### src/rtl/lsf_pkg.sv
package lsf_pkg;

  // Sieve range and prime list size
  localparam int MAX_NUMBER  = 1048576;
  localparam int PRIME_SLOTS = 131072;
  localparam int NUM_W       = $clog2(MAX_NUMBER);
  localparam int PIDX_W      = $clog2(PRIME_SLOTS);
  localparam int PCNT_W      = PIDX_W + 1;
  localparam int STEP_W      = $clog2(NUM_W);

  // Shape codes
  localparam logic [1:0] SHAPE_NONE  = 2'd0;
  localparam logic [1:0] SHAPE_POWER = 2'd1;
  localparam logic [1:0] SHAPE_TWO   = 2'd2;

  // Command kinds passed from front to back
  typedef enum logic [1:0] {
    CMD_RESTART = 2'd0,
    CMD_ADVANCE = 2'd1,
    CMD_PAST    = 2'd2
  } cmd_kind_t;

  typedef struct packed {
    cmd_kind_t         kind;
    logic [NUM_W-1:0]  number;
  } cmd_t;

  typedef struct packed {
    logic [NUM_W-1:0] number;
    logic [NUM_W-1:0] least_factor;
    logic [1:0]       shape_kind;
    logic [NUM_W-1:0] first_prime;
    logic [NUM_W-1:0] second_prime;
    logic             is_last;
    logic             past_end;
  } result_t;

endpackage

### src/rtl/lsf_outq.sv
module lsf_outq (
  input  logic             clk,
  input  logic             rst,
  input  logic             wr,
  input  lsf_pkg::result_t din,
  output logic             qfull,
  input  logic             rd,
  output lsf_pkg::result_t dout,
  output logic             qempty
);
  import lsf_pkg::*;

  result_t    mem [2];
  logic       wr_ptr;
  logic       rd_ptr;
  logic [1:0] count;
  logic       do_rd;

  assign qfull  = (count == 2'd2);
  assign qempty = (count == 2'd0);
  assign dout   = mem[rd_ptr];
  assign do_rd  = rd && !qempty;

  always_ff @(posedge clk) begin
    if (wr) mem[wr_ptr] <= din;
  end

  always_ff @(posedge clk) begin
    if (rst) begin
      wr_ptr <= 1'b0;
      rd_ptr <= 1'b0;
      count  <= 2'd0;
    end else begin
      if (wr) wr_ptr <= ~wr_ptr;
      if (do_rd) rd_ptr <= ~rd_ptr;
      count <= count + {1'b0, wr} - {1'b0, do_rd};
    end
  end

endmodule

### config.mk
export PLATFORM = sky130hd
export DESIGN_NAME = lsf_outq
export DESIGN_NICKNAME = d
export VERILOG_FILES = /design/src/rtl/lsf_pkg.sv /design/src/rtl/lsf_outq.sv
export SDC_FILE = /design/constraint.sdc
export NUM_CORES = 1
export LEC_CHECK = 0
export CORE_UTILIZATION = 60
export DETAILED_ROUTE_END_ITERATION = 10
export DONT_BUFFER_PORTS = 1
export PLACE_DENSITY = 0.87
export SLEW_MARGIN = 10
export SYNTH_ARGS = -nofsm -noshare
export SYNTH_HDL_FRONTEND = slang
export SYNTH_SLANG_ARGS = --single-unit
### constraint.sdc
create_clock -name clk -period 7.3 [get_ports clk]
set_input_delay 0.365 -clock clk [delete_from_list [all_inputs] [get_ports clk]]
set_output_delay 0.365 -clock clk [all_outputs]
set_load 0.01 [all_outputs]
# Yosys cells after proc, flatten, opt, wreduce, memory -nomap -nowiden
# Memories as Yosys holds them, arrays and structs flattened. A register that Yosys moved wholly into a read port is not among the register bits.
# Cells that the tools add are included.
op_classes:
  n_mux: 4
  n_bitwise: 2
  n_reduce_logical: 3
  eq_ne: 1
  n_addsub: 2
op_table:
  columns: ["op", "n"]
  rows:
  - ["$mux 1", 4]
  - ["$add 2x1->2", 1]
  - ["$eq 2x2->1 const B", 1]
  - ["$logic_not 2->1", 1]
  - ["$not 1->1", 2]
  - ["$sub 2x1->2", 1]
  - ["$logic_and 1x1->1", 1]
  - ["$logic_not 1->1", 1]
totals:
  input_bits: 88
  output_inout_bits: 86
  ramBits: 168
  reg_bits: 4
  memories: 1
memory_table:
  columns: ["name", "depth", "word_bits", "read_ports", "rd_clocked_by_memory_dff", "write_ports", "line", "text"]
  rows:
  - ["mem", 2, 84, 1, 1, 1, "lsf_outq.sv:13", "result_t mem [2];"]

# Depth between registers and ports, before layout
logic_depth:
  depth_word: 5
  depth_mapped: 6

# Worst setup path after synthesis
# Ideal clock, no wire load.
synth_timing:
  path_kind: "register to register"
  from: "reg wr_ptr"
  to: "mem mem[0][0] in the netlist's numbering (enable)"
  t_arrival_ns: 4.052
  setup_ns: 0.537
  period_less_slack_ns: 4.589
  path_buffers: 0
  setup_slack_ns: 2.711
  stages_incl_launch_ff: 2
  required_time_ns: 6.763
  cell_sequence: "dfxtp_1 -> nor2b_1"
synth_rtl:
  columns: ["item", "line", "text"]
  rows:
  - ["start, declared", "lsf_outq.sv:14", "logic wr_ptr;"]
  - ["start signal, assigned", "lsf_outq.sv:34", "if (wr) wr_ptr <= ~wr_ptr;"]
  - ["end, declared", "lsf_outq.sv:13", null]
# Straight into the memory's write port.

==> flow_summary_export.csv <==
group,metric,value,unit
clock_network,cts_buffers,17,
die,start_util,0.626,
power,p_per_area,308,nW/um^2
layout,mostFrequentLayoutCell,"edfxtp_1",
timing,fin_skew,0.00547,ns
timing,relSlewSlack,0.219,
power,power_frac_seq,0.482,
power,combPwrFrac,0.179,
routing,wl_per_cell,21.7,um
worst_setup_path,worst_ep_required_time,6.93,ns
yosys,synth-seq-cells,173,
place,place_congestion,0.721,
grt,antenna_found_initial,0,
yosys,syn_inst,284,
hold_path,holdPathStages,2,
yosys,synth.mux.area_fraction,0.182,
timing,hold_viol,0,
die,die_area,11300,um^2
place,hpwl,6310,um
layout,drive_gt1_frac,0.306,
layout,layout_common_cells,"168 x edfxtp_1, 86 x dlygate4sd3_1, 60 x mux2_4, 26 x mux2_2, 16 x clkbuf_16",
yosys,yosysSeqAreaShare,0.786,
power,leakage,2.86,nW
yosys,synth_top_family_by_area,"multiplexers",
timing,fmax,0.351,GHz
routing,first_pass_iters,4,
grt,grt_pass1_wl,17100,um
yosys,synthesis.area,6550,um^2
worst_setup_path,critical_path_peak_fanout,66,
yosys,synth_nets,374,
clock_network,cts_buffer_depth,2,
grt,grt_usage,0.211,
timing,rsz0062_at_grt,"false",
hold_path,hp-class,"primary input to flip-flop",
die,rows,37,
yosys,synthSimpleGateAreaFrac,0.00707,
worst_setup_path,r2r_setup_slack,5.06,ns
die,core,10500,um^2
yosys,synthDistinctLibCells,14,
power,power_switching,0.597,mW
yosys,ys_warn_count,0,
die,io_pins,174,
layout,multi_input_area,1310,um^2
routing,antenna_left,0,
timing,timing.final.ws_setup,4.45,ns
clock_network,htreeDepth,4,
job,max_cap_violations,0,
power,power_frac_clock,0.338,
clock_network,postCtsSetupRepairBufs,0,
yosys,synth-compound-area-share,0.00115,
layout,nFillCells,559,
yosys,synth_area_per_cell,23.0,um^2
layout,num-nets-final,472,
clock_network,cts_root_buf,"clkbuf_8",
worst_setup_path,worstSetupPathType,"flip-flop to primary output",
worst_setup_path,worstReg2RegStart,"wr_ptr",
grt,grt_pass1_vias,3101,
clock_network,cts_tree,"yes",
timing,setup_viol,0,
place,dpl_worst_slack,5.01,ns
hold_path,hold-path-endpoint,"count[0]",
power,p_int,1.90,mW
grt,grt_max_degree,85,
die,die_w,106,um
clock_network,clkSlewWorstSetupHoldPaths,0.06,ns
die,die_height,106,um
layout,area.sequential,5150,um^2
clock_network,worstSkewPairLatency,0.50,ns
timing,slew_violations,0,
power,ir_drop,0.000221,V
yosys,synthAdderAreaFrac,0.00382,
grt,grt-ovfl-total,0,
timing,tightest_slew,1.17,ns
worst_setup_path,worst_setup_path_end_kind,"primary output",
run_status,status,"completed",
hold_path,hp-start,"wr",
routing,drt-total-wl,11600,um
layout,area_delta_synth_final,23.6,%
routing,vias,2970,
power,swShare,0.240,
routing,viasPerCell,5.58,
place,io_buffers,0,
worst_setup_path,reg2reg_depth,2,
timing,fin_setup_tns,0,ns
clock_network,clkSinkCount,173,
worst_setup_path,arrival,2.48,ns
worst_setup_path,start_kind,"flip-flop",
worst_setup_path,timing.rr.end,"mem[0][2]",
routing,drtIter0Drc,147,
timing,fin_crit_sh,0.390,
yosys,synth-xor-area-share,0.00478,
routing,drc,0,
timing,layout_min_cycle_time,2.85,ns
-- per-layer routing --
layer  vias to the layer above  GRT usage  share of wire
met2                       144      0.371           0.54
met1                      1493      0.228           0.37
met3                        13     0.0717          0.079
li1                       1320          -              -
met5                         -          0              0
met4                         0     0.0969          0.013
-- power groups by stage --
stage	clock network, mW	logic, mW	registers (mW)
CTS	0.849	0.447	1.20
detailed placement	0	0.402	1.22
floorplan	0	0.377	1.21
global route	0.901	0.473	1.21
global placement	0	0.392	1.22
finish	0.844	0.448	1.20
-- registers in the layout, summed over array words and instances (netlist names), named ones only --
register  cells
rd_ptr        1
count         2
wr_ptr        1
mem         168
-- cell type report --
class / instances / area share
well taps: 136 / 0.0210
repair buffers: 88 / 0.108
multi-input cells: 100 / 0.162
inverters: 2 / 0.000928
clock buffers: 24 / 0.0606
flip-flops and latches: 173 / 0.636
clock inverters: 8 / 0.0104
diodes: 1 / 0.000309
-- synthesized netlist by cell type --
library cell,count,area [um^2]
xnor2_1,1,8.76
ha_1,2,25.0
o21a_1,1,7.51
nor2_1,4,15.0
buf_2,2,10.0
mux2_4,60,901
edfxtp_1,168,5040
buf_6,7,78.8
xnor3_1,1,22.5
inv_1,2,7.51
mux2_2,26,293
and2_1,1,6.26
nor2b_1,4,25.0
dfxtp_1,5,100
-- kinds of logic (layout without fill, tap and decap cells) --
group           Yosys count  after routing
compound gates            1              1
xor+xnor                  2              2
fa+ha+maj                 2              2
buf+inv                  11            122
flops                   173            173
mux                      86             86
other cells               0              1
simple gates              9              9
-- critical path, cell delays in order (launching register included) --
cell     delay (ns)
dfxtp_4        0.53
buf_4          0.88
mux2_2         0.46
-- worst max-delay path by stage --
stage	from	end	slack [ns]	cells after the start
after floorplan	wr_ptr	mem[0][0]	2.71	1
after global placement	flip-flop	dout[83]	5.03	2
after detailed placement	flip-flop	dout[0]	5.01	2
after CTS	flip-flop	dout[2]	4.45	2
after global routing	flip-flop	dout[1]	4.35	2
final	flip-flop	dout[2]	4.45	2
-- metrics by stage --
stage          hold slack (ns)  cell area (um^2)  cells  total power, mW   util
6_report                 0.134              8090    532             2.49  0.773
5_1_grt                 0.0929              8090    531             2.58  0.773
4_1_cts                 0.0976              8090    531             2.50  0.773
3_5_place_dp             0.440              6660    413             1.62  0.636
3_3_place_gp             0.439              6660    413             1.61  0.636
2_1_floorplan            0.437              6550    284             1.58      -
-- timing repair --
action / 4_1_cts / 5_1_grt
setup endpoints to repair: 0 / 0
resized for setup: 0 / 0
hold buffers: 86 / 0
endpoints found under the hold margin: 171 / 0
Note: power is estimated with default switching activity, not from simulation.
