===== config.mk =====
export PLATFORM = sky130hd
export DESIGN_NAME = lsf_front
export DESIGN_NICKNAME = d
export VERILOG_FILES = /design/src/rtl/lsf_pkg.sv /design/src/rtl/lsf_front.sv
export SDC_FILE = /design/constraint.sdc
export NUM_CORES = 1
export LEC_CHECK = 0
export ABC_AREA = 1
export BUFFER_PORTS_ARGS = -buffer_cell sky130_fd_sc_hd__buf_2
export CAP_MARGIN = 10
export CORE_UTILIZATION = 35
export CTS_BUF_LIST = sky130_fd_sc_hd__clkbuf_8
export CTS_CLUSTER_DIAMETER = 40
export CTS_CLUSTER_SIZE = 14
export DETAILED_ROUTE_END_ITERATION = 16
export PLACE_DENSITY_LB_ADDON = 0.08
export SLEW_MARGIN = 20
export SYNTH_ARGS = -nofsm -noshare
export SYNTH_HDL_FRONTEND = slang
export SYNTH_SLANG_ARGS = --single-unit

===== constraint.sdc =====
create_clock -name clk -period 4.3 [get_ports clk]
set_input_delay 0.86 -clock clk [delete_from_list [all_inputs] [get_ports clk]]
set_output_delay 0.86 -clock clk [all_outputs]
set_load 0.02 [all_outputs]

===== src/rtl/lsf_pkg.sv =====
package lsf_pkg;

  // Sieve range and prime list size
  localparam int MAX_NUMBER  = 1048576;
  localparam int PRIME_SLOTS = 131072;
  localparam int NUM_W       = $clog2(MAX_NUMBER);
  localparam int PIDX_W      = $clog2(PRIME_SLOTS);
  localparam int PCNT_W      = PIDX_W + 1;
  localparam int STEP_W      = $clog2(NUM_W);

  // Shape codes
  localparam logic [1:0] SHAPE_NONE  = 2'd0;
  localparam logic [1:0] SHAPE_POWER = 2'd1;
  localparam logic [1:0] SHAPE_TWO   = 2'd2;

  // Command kinds passed from front to back
  typedef enum logic [1:0] {
    CMD_RESTART = 2'd0,
    CMD_ADVANCE = 2'd1,
    CMD_PAST    = 2'd2
  } cmd_kind_t;

  typedef struct packed {
    cmd_kind_t         kind;
    logic [NUM_W-1:0]  number;
  } cmd_t;

  typedef struct packed {
    logic [NUM_W-1:0] number;
    logic [NUM_W-1:0] least_factor;
    logic [1:0]       shape_kind;
    logic [NUM_W-1:0] first_prime;
    logic [NUM_W-1:0] second_prime;
    logic             is_last;
    logic             past_end;
  } result_t;

endpackage


===== src/rtl/lsf_front.sv =====
module lsf_front (
  input  logic                      clk,
  input  logic                      rst,
  input  logic                      push,
  input  logic                      restart,
  output logic                      full,
  input  logic [lsf_pkg::NUM_W-1:0] lim,
  input  logic                      init_busy,
  output logic                      cmd_valid,
  output lsf_pkg::cmd_t             cmd,
  input  logic                      cmd_pop
);
  import lsf_pkg::*;

  logic [NUM_W-1:0] cur;
  logic             finished;
  cmd_t             q_mem [2];
  logic             wr_ptr;
  logic             rd_ptr;
  logic [1:0]       count;
  logic             accept;
  cmd_t             new_cmd;

  assign full      = (count == 2'd2) || init_busy;
  assign accept    = push && !full;
  assign cmd_valid = (count != 2'd0);
  assign cmd       = q_mem[rd_ptr];

  // classify the incoming item
  always_comb begin
    if (restart) begin
      new_cmd.kind   = CMD_RESTART;
      new_cmd.number = NUM_W'(2);
    end else if (finished || cur >= lim) begin
      new_cmd.kind   = CMD_PAST;
      new_cmd.number = cur;
    end else begin
      new_cmd.kind   = CMD_ADVANCE;
      new_cmd.number = cur + NUM_W'(1);
    end
  end

  // sequence state
  always_ff @(posedge clk) begin
    if (rst) begin
      cur      <= NUM_W'(1);
      finished <= 1'b0;
    end else if (accept) begin
      unique case (new_cmd.kind)
        CMD_RESTART: begin
          cur      <= NUM_W'(2);
          finished <= 1'b0;
        end
        CMD_PAST: finished <= 1'b1;
        CMD_ADVANCE: cur <= new_cmd.number;
        default: ;
      endcase
    end
  end

  // two-entry command queue
  always_ff @(posedge clk) begin
    if (accept) q_mem[wr_ptr] <= new_cmd;
  end

  always_ff @(posedge clk) begin
    if (rst) begin
      wr_ptr <= 1'b0;
      rd_ptr <= 1'b0;
      count  <= 2'd0;
    end else begin
      if (accept) wr_ptr <= ~wr_ptr;
      if (cmd_pop) rd_ptr <= ~rd_ptr;
      count <= count + {1'b0, accept} - {1'b0, cmd_pop};
    end
  end

endmodule


# --- Word level (Yosys, flattened, before mapping) ---
# Memories as Yosys holds them, arrays and structs flattened. A register that Yosys moved wholly into a read port is not among the register bits.
# Cells that the tools add are included.
totals:
  register_bits: 25
  ramBits: 44
  wordCells: 33
  n_memories: 1
mem_list:
  columns: ["name", "words", "word_bits", "read_ports", "rd_clocked_by_memory_dff", "write_ports", "line", "text"]
  rows:
  - ["q_mem", 2, 22, 1, 1, 1, "lsf_front.sv:17", "cmd_t q_mem [2];"]
classes:
  add_sub_neg: 3
  n_lt_le_gt_ge: 1
  eq_ne: 3
  mux: 8
  bitwise_logic: 2
  n_reduce_logical: 10
op_table:
  columns: ["op", "n"]
  rows:
  - ["$mux 22", 2]
  - ["$pmux 20 s2", 1]
  - ["$add 20x1->20 const B", 1]
  - ["$ge 20x20->1", 1]
  - ["$reduce_bool 2->1", 3]
  - ["$eq 2x2->1 const B", 2]
  - ["$mux 1", 4]
  - ["$reduce_and 2->1", 2]
  - ["$add 2x1->2", 1]
  - ["$eq 2x1->1 const B", 1]
  - ["$logic_not 2->1", 1]
  - ["$logic_or 1x1->1", 2]
  - ["$not 1->1", 2]
  - ["$pmux 1 s2", 1]
  - ["$sub 2x1->2", 1]
  - ["$logic_and 1x1->1", 1]
  - ["$logic_not 1->1", 1]

# --- Longest topological paths before layout ---
depth:
  ltp_word: 7
  mapped_depth: 17

# --- Least setup slack after synthesis ---
# No wires, ideal clock.
synth_path:
  path_type: "input to register"
  from: "input init_busy"
  to: "memory q_mem[0][0] in the netlist's numbering (enable)"
  setup_time_ns: 0.401
  t_arrival_ns: 2.163
  required_time_ns: 3.899
  path_slack_ns: 1.736
  cell_stages: 3
  path_cell_list: "inv_1 -> nand3_1 -> nor2_1"
synth_via:
  elab_chain_len: 5
synth_lines:
  columns: ["item", "line", "text"]
  rows:
  - ["start: declaration", "lsf_front.sv:8", "input logic init_busy,"]
  - ["$logic_or 1x1->1", "lsf_front.sv:24", "assign full = (count == 2'd2) || init_busy;"]
  - ["$logic_not 1->1", "lsf_front.sv:25", "assign accept = push && !full;"]
  - ["$logic_and 1x1->1", "lsf_front.sv:25", null]
  - ["$mux 1", "lsf_front.sv:63", "if (accept) q_mem[wr_ptr] <= new_cmd;"]
  - ["$mux 1 (not written as such)", "lsf_front.sv:63", null]
  - ["end: declaration", "lsf_front.sv:17", null]
# Every way passes these cells.

# --- Worst setup path in the final report ---
layout_path:
  from: "input lim[11] in the netlist's numbering"
  to: "register cur[1]"
layout_via:
  elab_chain_len: 7
  elab_cells_between_ends: 9
  classes_between: "1 x order compare; 1 x eq/ne; 3 x mux; 4 x reduce/logical"
layout_lines:
  columns: ["item", "line", "text"]
  rows:
  - ["start: declaration", "lsf_front.sv:7", "input logic [lsf_pkg::NUM_W-1:0] lim,"]
  - ["$ge 20x20->1 (*)", "lsf_front.sv:34", "end else if (finished || cur >= lim) begin"]
  - ["$logic_or 1x1->1 (*)", "lsf_front.sv:34", null]
  - ["$mux 22 (*)", "lsf_front.sv:34", null]
  - ["$mux 22 (*)", "lsf_front.sv:31", "if (restart) begin"]
  - ["$eq 2x1->1 or $logic_not 2->1 (tied branches)", "lsf_front.sv:49", "unique case (new_cmd.kind)"]
  - ["$reduce_bool 2->1 (no source line)", null, null]
  - ["$reduce_and 2->1 (no source line)", null, null]
  - ["end signal: assignment", "lsf_front.sv:55", "CMD_ADVANCE: cur <= new_cmd.number;"]
  - ["end: declaration", "lsf_front.sv:15", "logic [NUM_W-1:0] cur;"]
# Every way passes the cells marked *; elsewhere a longest branch is shown, timed or not.
# A chain may end at the register's enable or synchronous reset.

==> results_dict.tcl <==
set metrics [dict create \
    worstRegToRegCells 14 \
    grt_use_met3_pct 2.61 \
    p_per_area_nw_per_um2 315 \
    max_freq_ghz 0.376 \
    utilization_pct 41.5 \
    finClkSkew_ns 0.0141 \
    slowest_stage "a21oi_4" \
    setup_viol 0 \
    dieArea_um2 12000 \
    p_leak_nw 2.04 \
    crit_chain "buf_2 -> inv_1 -> ha_1 -> a21o_1 -> nor2_1 -> nand2_1 -> a21oi_4 -> nand2_4 -> nand2_2 -> nand2_4 -> nand2_1 -> nand2_1 -> nor2_1" \
    grt_usage_pct 15.6 \
    crit_top_cell "nand2_1" \
    slew_viol_final 0 \
    grt_max_degree 28 \
    hp-class "reg2reg" \
    diodes 0 \
    ys_types 35 \
    post_cts_buffers 0 \
    drive_above_1_share_pct 23.0 \
    finalHoldViolCount 0 \
    timing.rr.end "cur[1]" \
    synth_ff_type "edfxtp_1" \
    critical_path_class "in2reg" \
    ys_async_sr_fraction_pct 0 \
    layout_commonest_cell "nand2_1" \
    cts_tree "built" \
    clk-insertion-delay-late_ns 0.33 \
    busiest_layer "met2" \
    critPathArrivalTime_ns 2.92 \
    avgSynthCellArea_um2 8.70 \
    rsz0062_at_grt "false" \
    cts_buffers 9 \
    reg2reg_from "cur[5]" \
    grt_util_met2_pct 24.5 \
    slew-limit-headroom_pct 49.4 \
    io_buffers 49 \
    yosys_warnings 0 \
    place_area_um2 4380 \
    antenna_left 0 \
    cp-endpoint "cur[1]" \
    mostFrequentLayoutCells "nand2_1, inv_1, buf_2, nor2_1, edfxtp_1" \
    overflow 0 \
    status "completed" \
    drc 0 \
    period_needed_ns 2.66 \
    met1_usage_pct 21.9 \
    wire_per_inst_um 13.0 \
    dr.pass1.iters 4 \
    grt_pass1_wl_um 14200 \
    cp-startpoint "lim[11]" \
    critical_path.max_fanout 27 \
    antenna_found_initial 0 \
    area_growth_pct 13.3 \
    cts_max_level 3 \
    period_share_pct 61.9 \
    yosysSeqAreaShare_pct 45.6 \
    cp-start-kind "input port" \
    root_buffer "clkbuf_8" \
    fp.dieH_um 109 \
    cts_resized 0 \
    fin_setup_tns_ns 0 \
    netlist_area_um2 4040 \
    floorplan.initialDensity_pct 36.6 \
    worstPathRequired_ns 4.56 \
    rows 38 \
    hpwl_um 6430 \
    core_area_um2 11000 \
    ctsLongestPathBuffers 2 \
    clk_pin_slew_ns 0.07 \
    route.vias.total 2992 \
    synth_nets 513 \
    final_cells 658 \
    grt_pass1_vias 2885 \
    die_x_um 109 \
    worst_slew_pin_slew_ns 0.758 \
    critPathMaxStageDelay_ns 0.36 \
    rrSetupSlack_ns 1.78 \
    fin_area_um2 4570 \
    cts.hold.buffers_added 0 \
    synth-edff-count 44 \
    cap_violations 0 \
    synthCells 464 \
    synth.ff_latch_count 70 \
    final_nets 562 \
    dr.first_iter.drc_count 127 \
    vias_per_cell 4.55 \
    place_congestion 0.769 \
    clock-sinks 70 \
    nFillCells 1149 \
    cp-end-kind "register" \
    max-vdd-ir-drop_v 0.000127 \
    drt-total-wl_um 8530 \
    pin_count 50 \
    placedCellCount 642 \
]
-- power by group --
part           internal, W  switching (W)
combinational    0.0000689       0.000112
sequential        0.000735      0.0000184
clock             0.000265       0.000242
-- per-stage QoR --
stage / total power [W] / hold WS (ns) / setup WS (ns)
after detailed placement: 0.000954 / 0.501 / 1.28
after floorplan: 0.000902 / 0.459 / 1.74
after global routing: 0.00151 / 0.551 / 1.36
after CTS: 0.00147 / 0.521 / 1.43
final: 0.00144 / 0.513 / 1.64
after global placement: 0.000952 / 0.497 / 1.31
-- sequential cells by signal (all words and copies together) (netlist names), named ones only --
name	flops
count	2
wr_ptr	1
cur	20
finished	1
q_mem	44
rd_ptr	1
-- cell usage after synthesis, types with 2 or more instances --
library cell	n	area [um^2]
nand2_1	119	447
inv_1	62	233
nor2_1	48	180
edfxtp_1	44	1320
nand3_1	32	160
dfxtp_1	26	521
ha_1	23	288
mux2_2	22	248
o21ai_1	13	65.1
xor2_1	10	87.6
nand2_2	8	50.1
xnor2_1	7	61.3
a21oi_1	6	30.0
a21oi_2	5	43.8
nor2_2	5	31.3
buf_1	4	15.0
buf_6	4	45.0
nand3b_1	3	22.5
o21ai_0	3	15.0
clkbuf_1	2	7.51
inv_2	2	7.51
nand2_4	2	22.5
nand4_1	2	12.5
-- final cells by class --
class	count	area, um^2	area share (%)
Clock buffer	9	124	2.71
Clock inverter	7	66.3	1.45
Inverter	64	240	5.25
Multi-Input combinational cell	317	1860	40.8
Sequential cell	70	1840	40.3
Tap cell	140	175	3.83
Timing Repair Buffer	51	260	5.69
-- how the worst min path moves through the flow --
stage,start,to,slack (ns),cells after the start
2_1_floorplan,wr_ptr,wr_ptr,0.46,2
3_3_place_gp,rd_ptr,rd_ptr,0.50,2
3_5_place_dp,rd_ptr,register,0.50,2
4_1_cts,rd_ptr,register,0.52,2
5_1_grt,finished,finished,0.55,1
6_report,rd_ptr,register,0.51,2
-- per-layer routing --
layer	wire length [um]	part of all wire, %
met4	46	0.54
met2	3700	43
met1	4580	54
met5	0	0
met3	209	2.4
-- critical path, delay by kind of cell --
kind,cells,cell delay (ns)
buffers and inverters,2,0.10
adder cells (fa/ha/maj),1,0.30
AO/OA/AOI/OAI,2,0.54
AND/OR/NAND/NOR,8,1.10
-- cells by family after synthesis --
group	after synthesis	share of synthesized area, %
flops	70	45.6
compound gates	31	4.84
simple gates	224	24.3
mux	22	6.14
buf+inv	77	8.31
fa+ha+maj	23	7.13
xor+xnor	17	3.69
Note: power is estimated with default switching activity, not from simulation.
